===== src/hw/rtl/gradient_optimizer_update_assert.svh =====
// Assertion macros for the gradient optimizer update block.
`ifndef GRADIENT_OPTIMIZER_UPDATE_ASSERT_SVH
`define GRADIENT_OPTIMIZER_UPDATE_ASSERT_SVH

`ifndef ASSERT_OFF
// Same-cycle implication, disabled during reset.
`define GOU_ASSERT_IMP(label, clk, rst_n, ante, cons, msg) \
    label: assert property (@(posedge clk) disable iff (!rst_n) (ante) |-> (cons)) \
        else $error(msg);
// Next-cycle implication, disabled during reset.
`define GOU_ASSERT_NXT(label, clk, rst_n, ante, cons, msg) \
    label: assert property (@(posedge clk) disable iff (!rst_n) (ante) |=> (cons)) \
        else $error(msg);
`else
`define GOU_ASSERT_IMP(label, clk, rst_n, ante, cons, msg)
`define GOU_ASSERT_NXT(label, clk, rst_n, ante, cons, msg)
`endif

`endif


===== src/hw/rtl/gou_pkg.sv =====
package gou_pkg;

    // Sizes of the state stores and of the item fields
    localparam int unsigned PARAM_COUNT = 4096;
    localparam int IDX_W      = 12;
    localparam int DATA_W     = 32;
    localparam int FRAC_W     = 16;
    localparam int MODE_W     = 2;
    localparam int CFG_IDX_W  = 2;
    localparam int CFG_DATA_W = 16;

    // Squared gradient: bits of g*g kept before the Q8.24 clip
    localparam int SQ_TOP     = 62;
    localparam int SQ_KEEP_W  = SQ_TOP - 24 + 1;

    // Square root pipeline: one result bit per stage
    localparam int ROOT_W     = 28;
    localparam int SQ_STEPS   = ROOT_W;
    localparam int SQ_REM_W   = ROOT_W + 2;

    // Divider pipeline: one quotient bit per stage
    localparam int DIV_STEPS  = 32;
    localparam int DEN_W      = ROOT_W + 1;
    localparam int PROD_W     = FRAC_W + 1 + DATA_W;
    localparam int MAG_W      = PROD_W - 1;
    localparam int NUM_W      = 56;
    localparam int NUM_SHIFT  = NUM_W - MAG_W;

    // Saturation bounds of a signed 32-bit result
    localparam logic [DATA_W-1:0] S32_MAX     = 32'h7FFF_FFFF;
    localparam logic [DATA_W-1:0] S32_NEG_MAG = 32'h8000_0000;

    typedef enum logic [MODE_W-1:0] {
        MODE_SGD      = 2'd0,
        MODE_MOMENTUM = 2'd1,
        MODE_RMSPROP  = 2'd2,
        MODE_ADAM     = 2'd3
    } mode_t;

    typedef enum logic [CFG_IDX_W-1:0] {
        REG_MODE       = 2'd0,
        REG_LEARN_RATE = 2'd1,
        REG_DECAY      = 2'd2
    } cfg_reg_t;

    localparam mode_t              MODE_RESET       = MODE_SGD;
    localparam logic [FRAC_W-1:0]  LEARN_RATE_RESET = 16'd655;
    localparam logic [FRAC_W-1:0]  DECAY_RESET      = 16'd58982;

    // Item leaving the state update stage
    typedef struct packed {
        logic [IDX_W-1:0]         idx;
        logic signed [DATA_W-1:0] grad;
        logic signed [DATA_W-1:0] vel;
        logic [DATA_W-1:0]        sqavg;
        logic                     sat;
    } upd_t;

    // Side data carried along the square root pipeline
    typedef struct packed {
        logic [IDX_W-1:0]         idx;
        logic signed [PROD_W-1:0] prod;
        logic                     use_div;
        logic                     sat;
    } sq_side_t;

    // Side data carried along the divider pipeline
    typedef struct packed {
        logic [IDX_W-1:0]  idx;
        logic              neg;
        logic              use_div;
        logic [DATA_W-1:0] simple_u;
        logic              sat;
    } div_side_t;

endpackage


===== src/hw/rtl/gou_sqrt.sv =====
module gou_sqrt
    import gou_pkg::*;
(
    input  logic              clk,
    input  logic              rst_n,
    input  logic              adv,
    input  logic              in_valid,
    input  logic [DATA_W-1:0] in_rad,
    input  sq_side_t          in_side,
    output logic              out_valid,
    output logic [ROOT_W-1:0] out_root,
    output sq_side_t          out_side
);

    // Radicand is in_rad * 2^24; each stage settles one root bit
    logic                vld_w  [0:SQ_STEPS];
    logic [DATA_W-1:0]   rad_w  [0:SQ_STEPS];
    logic [SQ_REM_W-1:0] rem_w  [0:SQ_STEPS];
    logic [ROOT_W-1:0]   root_w [0:SQ_STEPS];
    sq_side_t            side_w [0:SQ_STEPS];

    assign vld_w[0]  = in_valid;
    assign rad_w[0]  = in_rad;
    assign rem_w[0]  = '0;
    assign root_w[0] = '0;
    assign side_w[0] = in_side;

    for (genvar k = 0; k < SQ_STEPS; k++)
    begin : g_step
        logic                vld_reg;
        logic [DATA_W-1:0]   rad_reg;
        logic [SQ_REM_W-1:0] rem_reg;
        logic [ROOT_W-1:0]   root_reg;
        sq_side_t            side_reg;
        logic [1:0]          pair;
        logic [SQ_REM_W+1:0] t;
        logic [SQ_REM_W+1:0] trial;

        // Bring down the next two radicand bits
        if (2 * k + 1 < DATA_W)
        begin : g_pair
            assign pair = rad_w[k][DATA_W-1-2*k -: 2];
        end
        else
        begin : g_zero
            assign pair = 2'b00;
        end

        assign t     = {rem_w[k], pair};
        assign trial = (SQ_REM_W+2)'({root_w[k], 2'b01});

        always_ff @(posedge clk or negedge rst_n)
        begin
            if (!rst_n)
                vld_reg <= 1'b0;
            else if (adv)
                vld_reg <= vld_w[k];
        end

        always_ff @(posedge clk)
        begin
            if (adv)
            begin
                rad_reg  <= rad_w[k];
                side_reg <= side_w[k];
                if (t >= trial)
                begin
                    rem_reg  <= SQ_REM_W'(t - trial);
                    root_reg <= {root_w[k][ROOT_W-2:0], 1'b1};
                end
                else
                begin
                    rem_reg  <= SQ_REM_W'(t);
                    root_reg <= {root_w[k][ROOT_W-2:0], 1'b0};
                end
            end
        end

        assign vld_w[k+1]  = vld_reg;
        assign rad_w[k+1]  = rad_reg;
        assign rem_w[k+1]  = rem_reg;
        assign root_w[k+1] = root_reg;
        assign side_w[k+1] = side_reg;
    end

    assign out_valid = vld_w[SQ_STEPS];
    assign out_root  = root_w[SQ_STEPS];
    assign out_side  = side_w[SQ_STEPS];

endmodule


===== config.mk =====
export PLATFORM = sky130hd
export DESIGN_NAME = gou_sqrt
export DESIGN_NICKNAME = d
export VERILOG_FILES = /design/src/hw/rtl/gradient_optimizer_update_assert.svh /design/src/hw/rtl/gou_pkg.sv /design/src/hw/rtl/gou_sqrt.sv
export SDC_FILE = /design/constraint.sdc
export NUM_CORES = 2
export LEC_CHECK = 0
export BUFFER_PORTS_ARGS = -buffer_cell sky130_fd_sc_hd__buf_2
export CELL_PAD_IN_SITES_DETAIL_PLACEMENT = 1
export CELL_PAD_IN_SITES_GLOBAL_PLACEMENT = 1
export CORE_UTILIZATION = 58
export DETAILED_ROUTE_END_ITERATION = 7
export PLACE_DENSITY_LB_ADDON = 0.1
export SYNTH_ARGS = -nofsm -noshare
export SYNTH_HDL_FRONTEND = slang
export SYNTH_SLANG_ARGS = --single-unit

===== constraint.sdc =====
create_clock -name clk -period 5.93 [get_ports clk]
set_clock_uncertainty 0.15 [all_clocks]
set_input_delay 1.186 -clock clk [delete_from_list [all_inputs] [get_ports clk]]
set_output_delay 1.186 -clock clk [all_outputs]
set_load 0.05 [all_outputs]

---- Yosys cells after proc, flatten, opt, wreduce, memory -nomap -nowiden ----
Index checks and enable logic that the tools add are counted.
storage, ports and cells
  register bits ........................... 3221
  output and inout bits ................... 92
  logic and storage cells ................. 332
operators by class
  add/subtract/negate cells ............... 27
  magnitude comparators ................... 28
  mux-type cells .......................... 55
operators with widths
  cell              number
  $mux W30          26
  $ge A32 B10 Y1    1
  $ge A32 B11 Y1    1
  $ge A32 B12 Y1    1
  $ge A32 B13 Y1    1
  $ge A32 B14 Y1    1
  $ge A32 B15 Y1    1
  $ge A32 B16 Y1    1
  $ge A32 B17 Y1    1
  $ge A32 B18 Y1    1
  $ge A32 B19 Y1    1
  $ge A32 B20 Y1    1
  $ge A32 B21 Y1    1
  $ge A32 B22 Y1    1
  $ge A32 B23 Y1    1
  $ge A32 B24 Y1    1
  $ge A32 B25 Y1    1
  $ge A32 B26 Y1    1
  $ge A32 B27 Y1    1
  $ge A32 B28 Y1    1
  $ge A32 B29 Y1    1
  $ge A32 B3 Y1     1
  $ge A32 B4 Y1     1
  $ge A32 B5 Y1     1
  34 further kinds  61

---- Logic depth before layout (Yosys ltp) ----
  depth after elaboration ................. 2
  depth in mapped cells ................... 15
  mapped depth without buffers ............ 14

---- Worst setup path before layout ----
No wires, ideal clock.
  kind .................................... register -> register
  start ................................... register g_step[20].root_reg[0]
  end ..................................... register g_step[21].rem_reg[11], data pin
  setup time .............................. 0.261 ns
  arrival time ............................ 3.217 ns
  path slack .............................. 2.302 ns
  stages on the path, launching flop included .. 15
  path buffers ............................ 3
  clock period less this slack ............ 3.628 ns
  cells stage by stage .................... edfxtp_1 inv_1 ha_1 inv_1 fa_1 nor2b_1 o31a_1 o221ai_1 o31a_1 o31ai_1 or3_1 clkbuf_1 clkbuf_1 buf_2 a21oi_1
between the ends
  word-level cells in the longest chain between the ends .. 2
ends and longest elaborated chain
  item                                                       line                            RTL
  from (decl)                                                gou_sqrt.sv:33                  logic [ROOT_W-1:0] root_reg;
  from (signal assigned)                                     gou_sqrt.sv:69                  root_reg <= {root_w[k][ROOT_W-2:0], 1'b1};
  from (signal assigned)                                     gou_sqrt.sv:74                  root_reg <= {root_w[k][ROOT_W-2:0], 1'b0};
  $sub A30 B23 Y30 / $ge A32 B23 Y1 (equally long branches)  gou_sqrt.sv:68, gou_sqrt.sv:66
  $mux W30 (*)                                               gou_sqrt.sv:66                  if (t >= trial)
  to (signal assigned)                                       gou_sqrt.sv:68                  rem_reg <= SQ_REM_W'(t - trial);
  to (signal assigned)                                       gou_sqrt.sv:73                  rem_reg <= SQ_REM_W'(t);
  to (decl)                                                  gou_sqrt.sv:32                  logic [SQ_REM_W-1:0] rem_reg;
Every way passes the cells marked *; elsewhere a longest branch is shown, timed or not.
A chain may end at the register's enable or synchronous reset.

---- Worst setup path in the final report ----
  start ................................... register g_step[24].rem_reg[0]
  end ..................................... register g_step[25].rem_reg[17], data pin
between the ends
  word-level cells in the longest chain between the ends .. 2
ends and longest elaborated chain
  item                                                       line
  from (decl)                                                gou_sqrt.sv:32
  from (signal assigned)                                     gou_sqrt.sv:68
  from (signal assigned)                                     gou_sqrt.sv:73
  $sub A30 B27 Y30 / $ge A32 B27 Y1 (equally long branches)  gou_sqrt.sv:68, gou_sqrt.sv:66
  $mux W30 (*)                                               gou_sqrt.sv:66
  to (signal assigned)                                       gou_sqrt.sv:68
  to (signal assigned)                                       gou_sqrt.sv:73
  to (decl)                                                  gou_sqrt.sv:32
Marked as above.

==> impl_metrics.json <==
{
  "status": "completed",
  "power_per_cell_area_nw_per_um2": 396,
  "max_freq_mhz": 215,
  "min_path_type": "primary input to async pin",
  "timing.rr.start": "g_step[24].rem_reg[0]$_SDFFCE_PP0P_",
  "synth-async-reset-ratio_pct": 0.880,
  "peakVddDrop_mv": 0.337,
  "cp-end-kind": "flip-flop",
  "port_buffers": 190,
  "hold_ws_ps": 121,
  "grt_pass1_wl_um": 381000,
  "gp_congestion": 0.892,
  "viasPerCell": 5.62,
  "worst_pin_slew_ps": 1150,
  "min_period_ps": 4660,
  "tritoncts": "built",
  "die_h_um": 467,
  "path_class": "flip-flop to flip-flop",
  "timing.rr.end": "g_step[25].rem_reg[17]$_DFFE_PP_",
  "largest_register_ffs": 1701,
  "arrival_ps": 5160,
  "core_um2": 215000,
  "antenna_found_initial": 11,
  "wire_per_inst_um": 21.5,
  "finalSetupTns_ps": 0,
  "first_pass_iters": 5,
  "period_share_pct": 78.6,
  "vias": 64100,
  "totalWireLength_um": 245000,
  "cts_made_buffers": 332,
  "rsz0062_at_grt": "no",
  "dr.first_iter.drc_count": 4290,
  "nets": 8850,
  "final_common_cell": "edfxtp_1",
  "ant_nets": 0,
  "multiInputGateArea_um2": 27600,
  "ctsLongestPathBuffers": 4,
  "synth_nets": 8350,
  "p_leak_nw": 52.0,
  "rows": 170,
  "synthesis.area_um2": 125000,
  "syn_avg_cell_area_um2": 16.0,
  "ctsResizeCount": 0,
  "layout_common_cells": "edfxtp_1 (3,153), inv_1 (520), nor2_1 (457)",
  "rrSetupSlack_ps": 1270,
  "area_delta_synth_final_pct": 12.3,
  "cts-htree-levels": 5,
  "grt.total_usage_pct": 22.6,
  "synth_flop_cell": "edfxtp_1",
  "clk_latency_ps": 960,
  "finalSetupViolCount": 0,
  "critPathMaxFanout": 42,
  "grt.overflow.total": 0,
  "io_pins": 191,
  "start_util_pct": 58.4,
  "drive_gt1_share_pct": 10.4,
  "grt_pass1_vias": 68400,
  "dpl.hpwl_um": 161000,
  "yosys.cell_types.count": 80,
  "drv_slew": 0,
  "syn_inst": 7824,
  "synth_seq_cells": 3181,
  "yosysWarningCount": 0,
  "maxSlewHeadroom_pct": 23.2,
  "n_fill_cell": 18900,
  "ys_seq_area_share_pct": 76.1,
  "grt_start_max_net_pins": 172,
  "drv_cap": 0,
  "die_w_um": 467,
  "dieArea_um2": 218000,
  "finalHoldViolCount": 0,
  "drcViolationCount": 0,
  "path_clk_slew_ps": 60,
  "cp.required_ps": 6430,
  "cts-root-buf": "clkbuf_16",
  "register_area_um2": 95400,
  "cts_setup_buffers": 0,
  "cp-start-kind": "flip-flop",
  "r2r_cells": 13,
  "cts_sinks": 3181,
  "synth-edff-count": 3153,
  "hold_buffers": 0
}
layer usage:
| metal | up-vias | GRT usage (%) | routed length, um |
|---|---|---|---|
| met5 | - | 0 | 47 |
| met4 | 8 | 6.75 | 6160 |
| met3 | 403 | 3.68 | 10400 |
| met2 | 1285 | 39.1 | 123000 |
| met1 | 32000 | 29.4 | 105000 |
| li1 | 30400 | - | - |
synth_stat cells, types with 28 or more instances:
cell,instances,share of area [%]
dfrtp_1,28,0.56
o21a_1,86,0.52
o21ai_0,291,1.2
mux2_2,103,0.93
nand3_1,94,0.38
nand2_1,401,1.2
a21o_1,149,0.89
or4_1,30,0.18
nand2b_1,83,0.41
nand4_1,52,0.26
a21oi_1,425,1.7
nor2b_1,58,0.29
or2_2,28,0.14
o21bai_1,32,0.19
or3_1,75,0.37
clkbuf_1,90,0.27
and3_1,32,0.16
o211ai_1,30,0.18
o31ai_1,34,0.20
a31oi_1,29,0.14
ha_1,416,4.2
xnor2_1,323,2.3
edfxtp_1,3153,76
a211oi_1,38,0.23
nor2_1,457,1.4
nor3_1,157,0.63
inv_1,520,1.6
nor4_1,74,0.37
xor2_1,271,1.9
worst max-delay path by stage:
stage	cells after the start	slack (ps)	to	startpoint
after floorplan	14	2300	g_step[21].rem_reg[11]$_DFFE_PP_	g_step[20].root_reg[0]$_DFFE_PP_
after global placement	13	1510	g_step[25].rem_reg[25]$_DFFE_PP_	g_step[24].rem_reg[0]$_SDFFCE_PP0P_
after detailed placement	13	1410	g_step[25].rem_reg[25]$_DFFE_PP_	g_step[24].rem_reg[0]$_SDFFCE_PP0P_
after CTS	13	1280	g_step[25].rem_reg[17]$_DFFE_PP_	g_step[24].rem_reg[0]$_SDFFCE_PP0P_
after global routing	13	1080	g_step[25].rem_reg[17]$_DFFE_PP_	g_step[24].rem_reg[0]$_SDFFCE_PP0P_
final	13	1270	g_step[25].rem_reg[17]$_DFFE_PP_	g_step[24].rem_reg[0]$_SDFFCE_PP0P_
final cells by class:
type                    count  area share [%]
clock buffers             383            6.07
clock inverters           187            1.31
repair buffers            270            1.33
inverters                 523            1.39
diodes                      6          0.0107
multi-input cells        4016            19.6
flip-flops and latches   3181            67.8
well taps                2838            2.52
through the flow:
| step | utilization (%) | cell area, um^2 | instances | worst slack (ps) | total power [mW] |
|---|---|---|---|---|---|
| after global routing | 65.6 | 141000 | 11400 | 1080 | 57.8 |
| final | 65.6 | 141000 | 11400 | 1270 | 55.7 |
| after global placement | 60.7 | 130000 | 10800 | 1510 | 35.5 |
| after floorplan | - | 125000 | 7824 | 2300 | 33.4 |
| after CTS | 65.6 | 141000 | 11400 | 1280 | 56.3 |
| after detailed placement | 60.7 | 130000 | 10800 | 1410 | 36.0 |
logic make-up (layout without fill, tap and decap cells):
| group | after synthesis | after routing | share of synthesized area (%) |
|---|---|---|---|
| other | 1 | 7 | 0.00299 |
| AO/OA/AOI/OAI | 1251 | 1251 | 6.17 |
| buffers and inverters | 627 | 1363 | 1.89 |
| multiplexers | 113 | 113 | 1.01 |
| flip-flops | 3181 | 3181 | 76.1 |
| AND/OR/NAND/NOR | 1630 | 1630 | 6.33 |
| adder cells (fa/ha/maj) | 427 | 427 | 4.33 |
| XOR/XNOR | 594 | 594 | 4.15 |
power by group:
part           internal (mW)  switching, mW
Clock                   11.7           8.32
Sequential              27.4           1.29
Combinational           2.84           4.11
Total                   42.0           13.7
worst max-delay path: stages (launching register included):
cell and delay (ps):
edfxtp_1 470, ha_1 310, inv_1 100, fa_1 210, nor2b_1 70, o31ai_1 320
a21oi_1 210, a21oi_1 400, o31ai_1 230, a311oi_1 530, o21a_1 170, buf_4 360
clkinv_1 430, mux2_2 390
(Power assumes the default switching activity.)
